## src/tcos_pkg.sv

```systemverilog
// Constants and types of the tab-separated cell scanner.
package tcos_pkg;

    localparam int unsigned MAX_BYTES   = 1048576;
    localparam int unsigned MAX_COLUMNS = 256;
    localparam int unsigned MAX_ROWS    = 65536;

    localparam int unsigned POS_W     = 21;
    localparam int unsigned OFF_W     = 20;
    localparam int unsigned ROW_W     = 17;
    localparam int unsigned COL_W     = 8;
    localparam int unsigned WIDTH_W   = 9;
    localparam int unsigned OUT_ROW_W = 16;

    localparam logic [7:0] CH_TAB = 8'h09;
    localparam logic [7:0] CH_CR  = 8'h0d;
    localparam logic [7:0] CH_LF  = 8'h0a;

    typedef struct packed {
        logic                 cell_valid;
        logic [OUT_ROW_W-1:0] cell_row;
        logic [COL_W-1:0]     cell_column;
        logic [OFF_W-1:0]     cell_offset;
        logic [OFF_W-1:0]     cell_length;
        logic                 done_res;
        logic [WIDTH_W-1:0]   table_width;
        logic [ROW_W-1:0]     table_height;
        logic                 overflow;
    } cell_res_t;

endpackage

```

## src/tcos_scan_core.sv

```systemverilog
// Scanner state and the per-byte cell splitting logic.
module tcos_scan_core
    import tcos_pkg::*;
(
    input  logic       clk,
    input  logic       rst_n,
    input  logic       accept,
    input  logic [7:0] data_byte,
    input  logic       end_of_data,
    output logic       push,
    output cell_res_t  res
);

    logic [POS_W-1:0]   pos_reg, pos_next;
    logic [OFF_W-1:0]   start_reg, start_next;
    logic [ROW_W-1:0]   row_reg, row_next;
    logic [COL_W-1:0]   col_reg, col_next;
    logic [WIDTH_W-1:0] width_reg, width_next;
    logic               known_reg, known_next;
    logic               cr_reg, cr_next;
    logic               skip_reg, skip_next;
    logic               ovf_reg, ovf_next;

    logic               is_tab;
    logic               is_nl;
    logic               row_room;
    logic [WIDTH_W-1:0] col_inc;
    logic [WIDTH_W-1:0] col_limit;
    logic               hit;

    always_ff @(posedge clk or negedge rst_n)
    begin
        if (!rst_n)
        begin
            pos_reg   <= '0;
            start_reg <= '0;
            row_reg   <= '0;
            col_reg   <= '0;
            width_reg <= WIDTH_W'(1);
            known_reg <= 1'b0;
            cr_reg    <= 1'b0;
            skip_reg  <= 1'b0;
            ovf_reg   <= 1'b0;
        end
        else if (accept)
        begin
            pos_reg   <= pos_next;
            start_reg <= start_next;
            row_reg   <= row_next;
            col_reg   <= col_next;
            width_reg <= width_next;
            known_reg <= known_next;
            cr_reg    <= cr_next;
            skip_reg  <= skip_next;
            ovf_reg   <= ovf_next;
        end
    end

    assign is_tab    = (data_byte == CH_TAB);
    assign is_nl     = (data_byte == CH_CR) || (data_byte == CH_LF);
    assign row_room  = (row_reg < ROW_W'(MAX_ROWS));
    assign col_inc   = {1'b0, col_reg} + WIDTH_W'(1);
    assign col_limit = known_reg ? width_reg : WIDTH_W'(MAX_COLUMNS);

    always_comb
    begin
        pos_next   = pos_reg;
        start_next = start_reg;
        row_next   = row_reg;
        col_next   = col_reg;
        width_next = width_reg;
        known_next = known_reg;
        cr_next    = cr_reg;
        skip_next  = skip_reg;
        ovf_next   = ovf_reg;
        hit        = 1'b0;
        res        = '0;

        if (pos_reg >= POS_W'(MAX_BYTES))
        begin
            ovf_next = 1'b1;
        end
        else
        begin
            if (cr_reg && (data_byte == CH_LF))
            begin
                // The LF of a CR LF pair only moves the next cell start.
                cr_next    = 1'b0;
                start_next = pos_reg[OFF_W-1:0] + OFF_W'(1);
            end
            else
            begin
                cr_next = (data_byte == CH_CR);
                if (is_tab || is_nl)
                begin
                    if (!skip_reg && row_room)
                    begin
                        hit             = 1'b1;
                        res.cell_row    = row_reg[OUT_ROW_W-1:0];
                        res.cell_column = col_reg;
                        res.cell_offset = start_reg;
                        res.cell_length = pos_reg[OFF_W-1:0] - start_reg;
                    end
                    if (is_tab)
                    begin
                        if (!skip_reg)
                        begin
                            if (col_inc >= col_limit)
                            begin
                                skip_next = 1'b1;
                                if (!known_reg)
                                begin
                                    ovf_next = 1'b1;
                                end
                            end
                            else
                            begin
                                col_next = col_inc[COL_W-1:0];
                                if (!known_reg)
                                begin
                                    width_next = col_inc + WIDTH_W'(1);
                                end
                            end
                        end
                    end
                    else
                    begin
                        known_next = 1'b1;
                        if (row_room)
                        begin
                            row_next = row_reg + ROW_W'(1);
                        end
                        else
                        begin
                            ovf_next = 1'b1;
                        end
                        col_next  = '0;
                        skip_next = 1'b0;
                    end
                    start_next = pos_reg[OFF_W-1:0] + OFF_W'(1);
                end
            end
            pos_next = pos_reg + POS_W'(1);
        end

        res.cell_valid   = hit;
        res.done_res     = end_of_data;
        res.table_width  = width_next;
        res.table_height = row_next;
        res.overflow     = ovf_next;
        push             = accept && (hit || end_of_data);

        // The final byte starts a fresh buffer; only the overflow flag survives.
        if (end_of_data)
        begin
            pos_next   = '0;
            start_next = '0;
            row_next   = '0;
            col_next   = '0;
            width_next = WIDTH_W'(1);
            known_next = 1'b0;
            cr_next    = 1'b0;
            skip_next  = 1'b0;
        end
    end

endmodule

```

## src/tcos_res_queue.sv

```systemverilog
// Two-entry result queue that decouples the scanner from the output stall.
module tcos_res_queue
    import tcos_pkg::*;
(
    input  logic      clk,
    input  logic      rst_n,
    input  logic      push,
    input  cell_res_t push_data,
    input  logic      pop,
    output logic      full,
    output logic      not_empty,
    output cell_res_t head
);

    logic [1:0] count_reg, count_next;
    cell_res_t  slot0_reg;
    cell_res_t  slot1_reg;

    assign full      = (count_reg == 2'd2);
    assign not_empty = (count_reg != 2'd0);
    assign head      = slot0_reg;

    always_comb
    begin
        count_next = count_reg + 2'(push) - 2'(pop);
    end

    always_ff @(posedge clk or negedge rst_n)
    begin
        if (!rst_n)
        begin
            count_reg <= 2'd0;
        end
        else
        begin
            count_reg <= count_next;
        end
    end

    always_ff @(posedge clk)
    begin
        if (pop && push)
        begin
            slot0_reg <= push_data;
        end
        else if (pop)
        begin
            slot0_reg <= slot1_reg;
        end
        else if (push)
        begin
            if (count_reg == 2'd0)
            begin
                slot0_reg <= push_data;
            end
            else
            begin
                slot1_reg <= push_data;
            end
        end
    end

endmodule

```

## src/tsv_cell_offset_scanner.sv

```systemverilog
// Top level of the tab-separated cell scanner.
//
//   channel | handshake             | payload
//   --------+-----------------------+---------------------------------------------
//   input   | in_valid / in_stall   | data_byte, end_of_data
//   output  | out_valid / out_stall | cell_valid .. overflow (one result or none)
//
// One byte is taken every cycle unless in_stall is high; the scanner state
// updates in the transaction's cycle; its result is registered in the queue.
// A two-entry result queue absorbs output stalls; in_stall rises only when
// both entries hold results that have not been taken.
// Reset clears the scanner state, the overflow flag and the queue at once.
module tsv_cell_offset_scanner
    import tcos_pkg::*;
(
    input  logic                 clk,
    input  logic                 rst_n,
    input  logic                 in_valid,
    output logic                 in_stall,
    input  logic [7:0]           data_byte,
    input  logic                 end_of_data,
    output logic                 out_valid,
    input  logic                 out_stall,
    output logic                 cell_valid,
    output logic [OUT_ROW_W-1:0] cell_row,
    output logic [COL_W-1:0]     cell_column,
    output logic [OFF_W-1:0]     cell_offset,
    output logic [OFF_W-1:0]     cell_length,
    output logic                 done_res,
    output logic [WIDTH_W-1:0]   table_width,
    output logic [ROW_W-1:0]     table_height,
    output logic                 overflow
);

    logic      accept;
    logic      push;
    logic      pop;
    logic      full;
    cell_res_t res;
    cell_res_t head;

    assign accept   = in_valid && !full;
    assign in_stall = full;
    assign pop      = out_valid && !out_stall;

    tcos_scan_core u_core (
        .clk         (clk),
        .rst_n       (rst_n),
        .accept      (accept),
        .data_byte   (data_byte),
        .end_of_data (end_of_data),
        .push        (push),
        .res         (res)
    );

    tcos_res_queue u_queue (
        .clk       (clk),
        .rst_n     (rst_n),
        .push      (push),
        .push_data (res),
        .pop       (pop),
        .full      (full),
        .not_empty (out_valid),
        .head      (head)
    );

    assign cell_valid   = head.cell_valid;
    assign cell_row     = head.cell_row;
    assign cell_column  = head.cell_column;
    assign cell_offset  = head.cell_offset;
    assign cell_length  = head.cell_length;
    assign done_res     = head.done_res;
    assign table_width  = head.table_width;
    assign table_height = head.table_height;
    assign overflow     = head.overflow;

endmodule

```

## config.mk

```make
export PLATFORM = sky130hd
export DESIGN_NAME = tsv_cell_offset_scanner
export DESIGN_NICKNAME = d
export VERILOG_FILES = /design/src/tcos_pkg.sv /design/src/tcos_scan_core.sv /design/src/tcos_res_queue.sv /design/src/tsv_cell_offset_scanner.sv
export SDC_FILE = /design/constraint.sdc
export NUM_CORES = 1
export LEC_CHECK = 0
export BUFFER_PORTS_ARGS = -buffer_cell sky130_fd_sc_hd__clkbuf_2
export CAP_MARGIN = 0
export CELL_PAD_IN_SITES_DETAIL_PLACEMENT = 0
export CELL_PAD_IN_SITES_GLOBAL_PLACEMENT = 2
export CORE_MARGIN = 4
export CORE_UTILIZATION = 27
export DETAILED_ROUTE_END_ITERATION = 10
export PLACE_DENSITY = 0.7
export SYNTH_ARGS = -nofsm -noshare
export SYNTH_HDL_FRONTEND = slang
export SYNTH_SLANG_ARGS = --single-unit
```

## constraint.sdc

```tcl
create_clock -name clk -period 5.8 [get_ports clk]
set_input_delay 0.29 -clock clk [delete_from_list [all_inputs] [get_ports clk]]
set_output_delay 0.29 -clock clk [all_outputs]
set_load 0.01 [all_outputs]
```

[Word-level counts from Yosys, hierarchy flattened]
Index checks and enable logic that the tools add are counted.
Word-level totals
  flip-flop bits (word level): 267
  latch bits: 0
  RAM bits: 0
  bits in read-only memories: 0
  output and inout port bits: 95
  word-level logic and storage cells: 139
  memories: 0
Cells by class
  add/sub/neg operators: 8
  $mul: 0
  div/mod/pow operators: 0
  magnitude comparators: 3
  equality and inequality tests: 9
  shifts and indexed selects: 0
  multiplexer cells: 63
  bitwise logic cells: 3
  reduce and logical (&&, ||, !) cells: 25
Operators by type and width (number)
  2-to-1 mux 93 bit: 4
  2-to-1 mux 64 bit: 4
  2-to-1 mux 17 bit: 6
  2-to-1 mux 9 bit: 9
  2-to-1 mux 20 bit: 4
  2-to-1 mux 8 bit: 7
  2-to-1 mux 21 bit: 2
  2-to-1 mux 1 bit: 27
  equality test 8 x 4 -> 1 bit (second input constant): 3
  adder 21 x 1 -> 21 bit (second input constant): 1
  >= comparator 21 bit (second input constant): 1
  adder 20 x 1 -> 20 bit (second input constant): 1
  subtractor 20 bit: 1
  adder 17 x 1 -> 17 bit (second input constant): 1
  less-than comparator 17 bit (second input constant): 1
  adder 8 x 1 -> 9 bit (second input constant): 1
  adder 9 x 1 -> 9 bit (second input constant): 1
  >= comparator 9 bit: 1
  nonzero test 3 bit: 3
  AND reduction 4 bit: 2
  logical AND 1 bit: 6
  != test 2 bit (second input constant): 3
  != test 3 bit (second input constant): 2
  AND reduction 6 bit: 1
  other kinds (11): 19

[Longest topological paths before layout]
  word-level depth: 13
  gate-level depth with buffers: 14
  gate-level depth less buffers: 12

[Modules after synthesis]
Synthesis repeated with hierarchy kept, for this count alone.
Unflattened totals
  cell total of the unflattened synthesis: 1069
  area, all modules: 13267.7 um^2
Modules (own cells, without submodules)
  tcos_res_queue: times used 1, cells an instance 303, area an instance 7213.2 um^2, seq. area each 5635.4 um^2
  tcos_scan_core: times used 1, cells an instance 764, area an instance 6027.0 um^2, seq. area each 1978.1 um^2
  tsv_cell_offset_scanner: times used 1, cells an instance 2, area an instance 27.5 um^2, seq. area each 0.0 um^2

[Least setup slack after synthesis]
No wires, ideal clock.
  kind: input port to flip-flop
  from: in data_byte[5]
  to: reg u_queue.slot0_reg, in the netlist u_queue.head[0], enable pin
  setup time: 0.564 ns
  data arrival time: 5.846 ns
  required time: 5.236 ns
  slack: -0.610 ns
  cell stages on the path: 7
  path buffers: 1
  cell sequence: nor4_4 o2111ai_1 or3_1 buf_2 clkinv_2 o21ai_2 o21bai_1
Between the ends
  cells in the longest elaborated chain, start to end: 11
RTL lines
  start: declaration: line tsv_cell_offset_scanner.sv:20  | input logic [7:0] data_byte,
  equality test 8 x 4 -> 1 bit, on equally long branches: line tcos_scan_core.sv:60, tcos_scan_core.sv:85
  logical OR 1 bit: line tcos_scan_core.sv:60  | assign is_nl = (data_byte == CH_CR) || (data_byte == CH_LF);
  logical OR 1 bit: line tcos_scan_core.sv:94  | if (is_tab || is_nl)
  2-to-1 mux 1 bit: line tcos_scan_core.sv:94
  2-to-1 mux 1 bit *: line tcos_scan_core.sv:85  | if (cr_reg && (data_byte == CH_LF))
  2-to-1 mux 1 bit *: line tcos_scan_core.sv:79  | if (pos_reg >= POS_W'(MAX_BYTES))
  logical OR 1 bit *: line tcos_scan_core.sv:151  | push = accept && (hit || end_of_data);
  logical AND 1 bit *: line tcos_scan_core.sv:151
  logical AND 1 bit: line tcos_res_queue.sv:42  | if (pop && push)
  nonzero test 3 bit (no line)
  AND reduction 2 bit (no line) *
  end signal: assignment: line tcos_res_queue.sv:44  | slot0_reg <= push_data;
  end signal: assignment: line tcos_res_queue.sv:48  | slot0_reg <= slot1_reg;
  end signal: assignment: line tcos_res_queue.sv:54  | slot0_reg <= push_data;
  end: declaration: line tcos_res_queue.sv:16  | cell_res_t slot0_reg;
Mark *: on every way between the ends. The rest lies on a longest branch, timed or not.
A chain may end at the register's enable or synchronous reset.

==> impl_results.md <==
* Run status: completed
* Yosys warnings at 0
* Hold Slack at 51.6 ps
* Internal power at 0.00419 W
* Synthesized cell area at 13200 um^2
* Worst skew pair latency at roughly 570 ps
* Syn_area_per_cell at 11.9 um^2
* Wire length on met3 at approximately 1500 um
* GRT overflow at 0
* Biggest area consumer among synthesized cells: edfxtp_1
* CTS Sinks at 267
* CTS tree: yes
* IO Pins at 108
* Post-Route Setup TNS at 0 ps
* FP Rows at 80
* Register clock-pin slew on the reported worst setup and hold paths at approximately 60 ps
* FFs w/ async S/R, synth at 30.3%
* WS Path Type: reg2reg
* Final Slew Violations at 0
* Post-Route WL at approximately 32000 um
* Die area at 52400 um^2
* Vias/cell at 4.56
* Worst EP arrival at 4890 ps
* Post-synth EDFFs at 186
* WL met2 at 13800 um
* Crit-path max FO at 10
* Pin count of the biggest net entering global routing at 83
* Critical Path Start Type: flop
* DRT iter0 DRCs at 620
* Max-cap violations at 0
* Seq pwr share at 42.8%
* DRT antenna net count at 0
* Crit path capture type: flop
* First-pass GRT wire length at 50100 um
* Nets at around 1300
* Hold Fails Final Rpt at 0
* Root cell of the clock tree: clkbuf_16
* Least-Margin Pin Slew at roughly 960 ps
* Clk network pwr share at roughly a third
* F_max at 219 MHz
* Power density over the cells at between 300 and 400 nW/um^2
* Post-Layout Cell Count at approximately 1800
* CTS buffer count at 30
* Finished Core Util at 31.9%
* Drt pass-1 iters at 5
* Worst EP required at slightly above 6000 ps
* Fin Clk Skew at 20.1 ps
* Initial core utilization at a little over a quarter
* Post-synthesis sequential area ratio at 57.8%
* Core area at 47900 um^2
* Cells after Synth at between 1000 and 1500
* Sw Ratio at 30.8%
* Antenna violations before repair at 1
* Layout area overhead at 16.3%
* Number of port buffers at between 100 and 150
* CP cell instances: ha_1 > and3_1 > xnor2_1 > inv_1 > ha_1 > or4_1 > a21oi_2 > o31ai_2 > o31ai_4 > and3_1 > buf_4 > mux2_4 > mux2_2
* Most frequent cells in the layout: 186 x edfxtp_1, 122 x nand2_1, 106 x clkbuf_2, 92 x nor2_1
* Critical Path Slowest Stage Cell: and3_1
* Synth Register Bits at 267
* Net Sw Power at between 0.0015 and 0.002 W
* Distinct cells, synth at 79
* DR DRC count at 0
* Final setup violation count at 0
* H-tree Lvls at 1
* Most common cell after layout, fill and taps aside: edfxtp_1
* M1 wire length at 15600 um
* RSZ-0062 raised after global routing: no
* DR WL/cell at around 17 um
* Placed Cells at between 1500 and 2000
* Layout cells sized above 1 at 22.7%
* Logic pwr share at between 20% and 30%
* CP peak stage delay at roughly 540 ps
* Syn_nets at about 1200
* Highest metal used: met4
* Post-synth top area share at about 42%
* DR vias at 8431
* Clock buffer depth at 3
* IR drop worst, VDD at 0.000289 V
* Ys flop type: edfxtp_1
* R2R Setup Slk at 1240 ps
* Die X at 229 um
* Area contributors post-synth: edfxtp_1 42%, dfrtp_1 15%, mux2_2 6.8%, nand2_1 3.5%, ha_1 3.1%
* CP delay by family, top: simple AND/OR/NAND/NOR gates
* Die Span Y at 229 um
* Final min period at 4560 ps
* Worst min-delay path class: in2reg
* Vias in the first global route at 8417
* Total track usage at 11.8%
* RePlAce Congestion at 0.820
* DP HPWL at 21600 um
* WP buf/inv at 2
* Pleak at 6.17 nW
* Period Utilization, post-route at 78.7%
* Rel. slew slack at 36.1%
## tightest hold or removal path, delay by kind of cell
kind                   cells  cell delay, ps
AND/OR/NAND/NOR            1              80
buffers and inverters      1             130
AO/OA/AOI/OAI              1              70
## what timing repair did
item	4_1_cts	5_1_grt
resized for setup	0	0
setup buffers	0	0
hold buffers	1	0
endpoints found under the hold margin	22	0
## metrics by stage
stage	instance area, um^2	worst slack, ps	total power, W
after floorplan	13200	1370	0.00371
after global placement	14300	1280	0.00421
after detailed placement	14300	1230	0.00424
after CTS	15300	1210	0.00618
after global routing	15300	1020	0.00643
final	15300	1240	0.00605
## worst paths after layout
path                            cells past startpoint                 start                    to
worst max-delay path                               13     u_core.col_reg[0]      u_queue.head[22]
worst min-delay path                                3          data_byte[3]         u_core.cr_reg
worst max register to register                     13     u_core.col_reg[0]      u_queue.head[22]
worst min register to register                      2  u_core.start_reg[13]  u_core.start_reg[13]
max in group asynchronous                           3                 rst_n     u_core.pos_reg[3]
min in group asynchronous                           2                 rst_n     u_core.row_reg[5]
## kinds of logic after synthesis
group	after synthesis	share of synthesized area, %
simple gates	348	12.5
buf+inv	105	3.76
mux	109	9.35
xor+xnor	63	4.19
fa+ha+maj	34	3.29
flops	267	57.8
compound gates	183	9.10
## cell type report
cell class,instances,area (um^2)
antenna,1,2.50
clock buffer,44,843
fill,4795,32600
timing repair buffer,122,666
sequential,267,7610
multi-input combinational,737,5080
tap,615,769
clock inverter,12,154
inverter,50,189
## cells in the mapped netlist (9+ instances only)
library cell / n
edfxtp_1: 186
nand2_1: 122
nor2_1: 92
dfrtp_1: 80
mux2_2: 80
inv_1: 49
a21oi_1: 46
o21ai_0: 44
xnor2_1: 34
ha_1: 33
and2_1: 31
clkbuf_1: 30
xor2_1: 29
nand3_1: 23
o31ai_1: 22
mux2i_1: 21
nor3_1: 19
and3_1: 15
buf_6: 9
## power by group through the flow
| stage | sequential (W) | combinational [W] | clock [W] |
|---|---|---|---|
| 3_3_place_gp | 0.00263 | 0.00159 | 0 |
| 6_report | 0.00259 | 0.00156 | 0.00191 |
| 4_1_cts | 0.00260 | 0.00161 | 0.00197 |
| 2_1_floorplan | 0.00269 | 0.00102 | 0 |
| 5_1_grt | 0.00262 | 0.00176 | 0.00205 |
| 3_5_place_dp | 0.00263 | 0.00161 | 0 |
## routing by layer
| metal | global-route usage (%) | up-vias |
|---|---|---|
| met2 | 18.1 | 150 |
| met3 | 2.26 | 50 |
| met5 | 0 | - |
| met4 | 3.33 | 0 |
| met1 | 17.1 | 4045 |
| li1 | - | 4186 |
(Power assumes the default switching activity.)
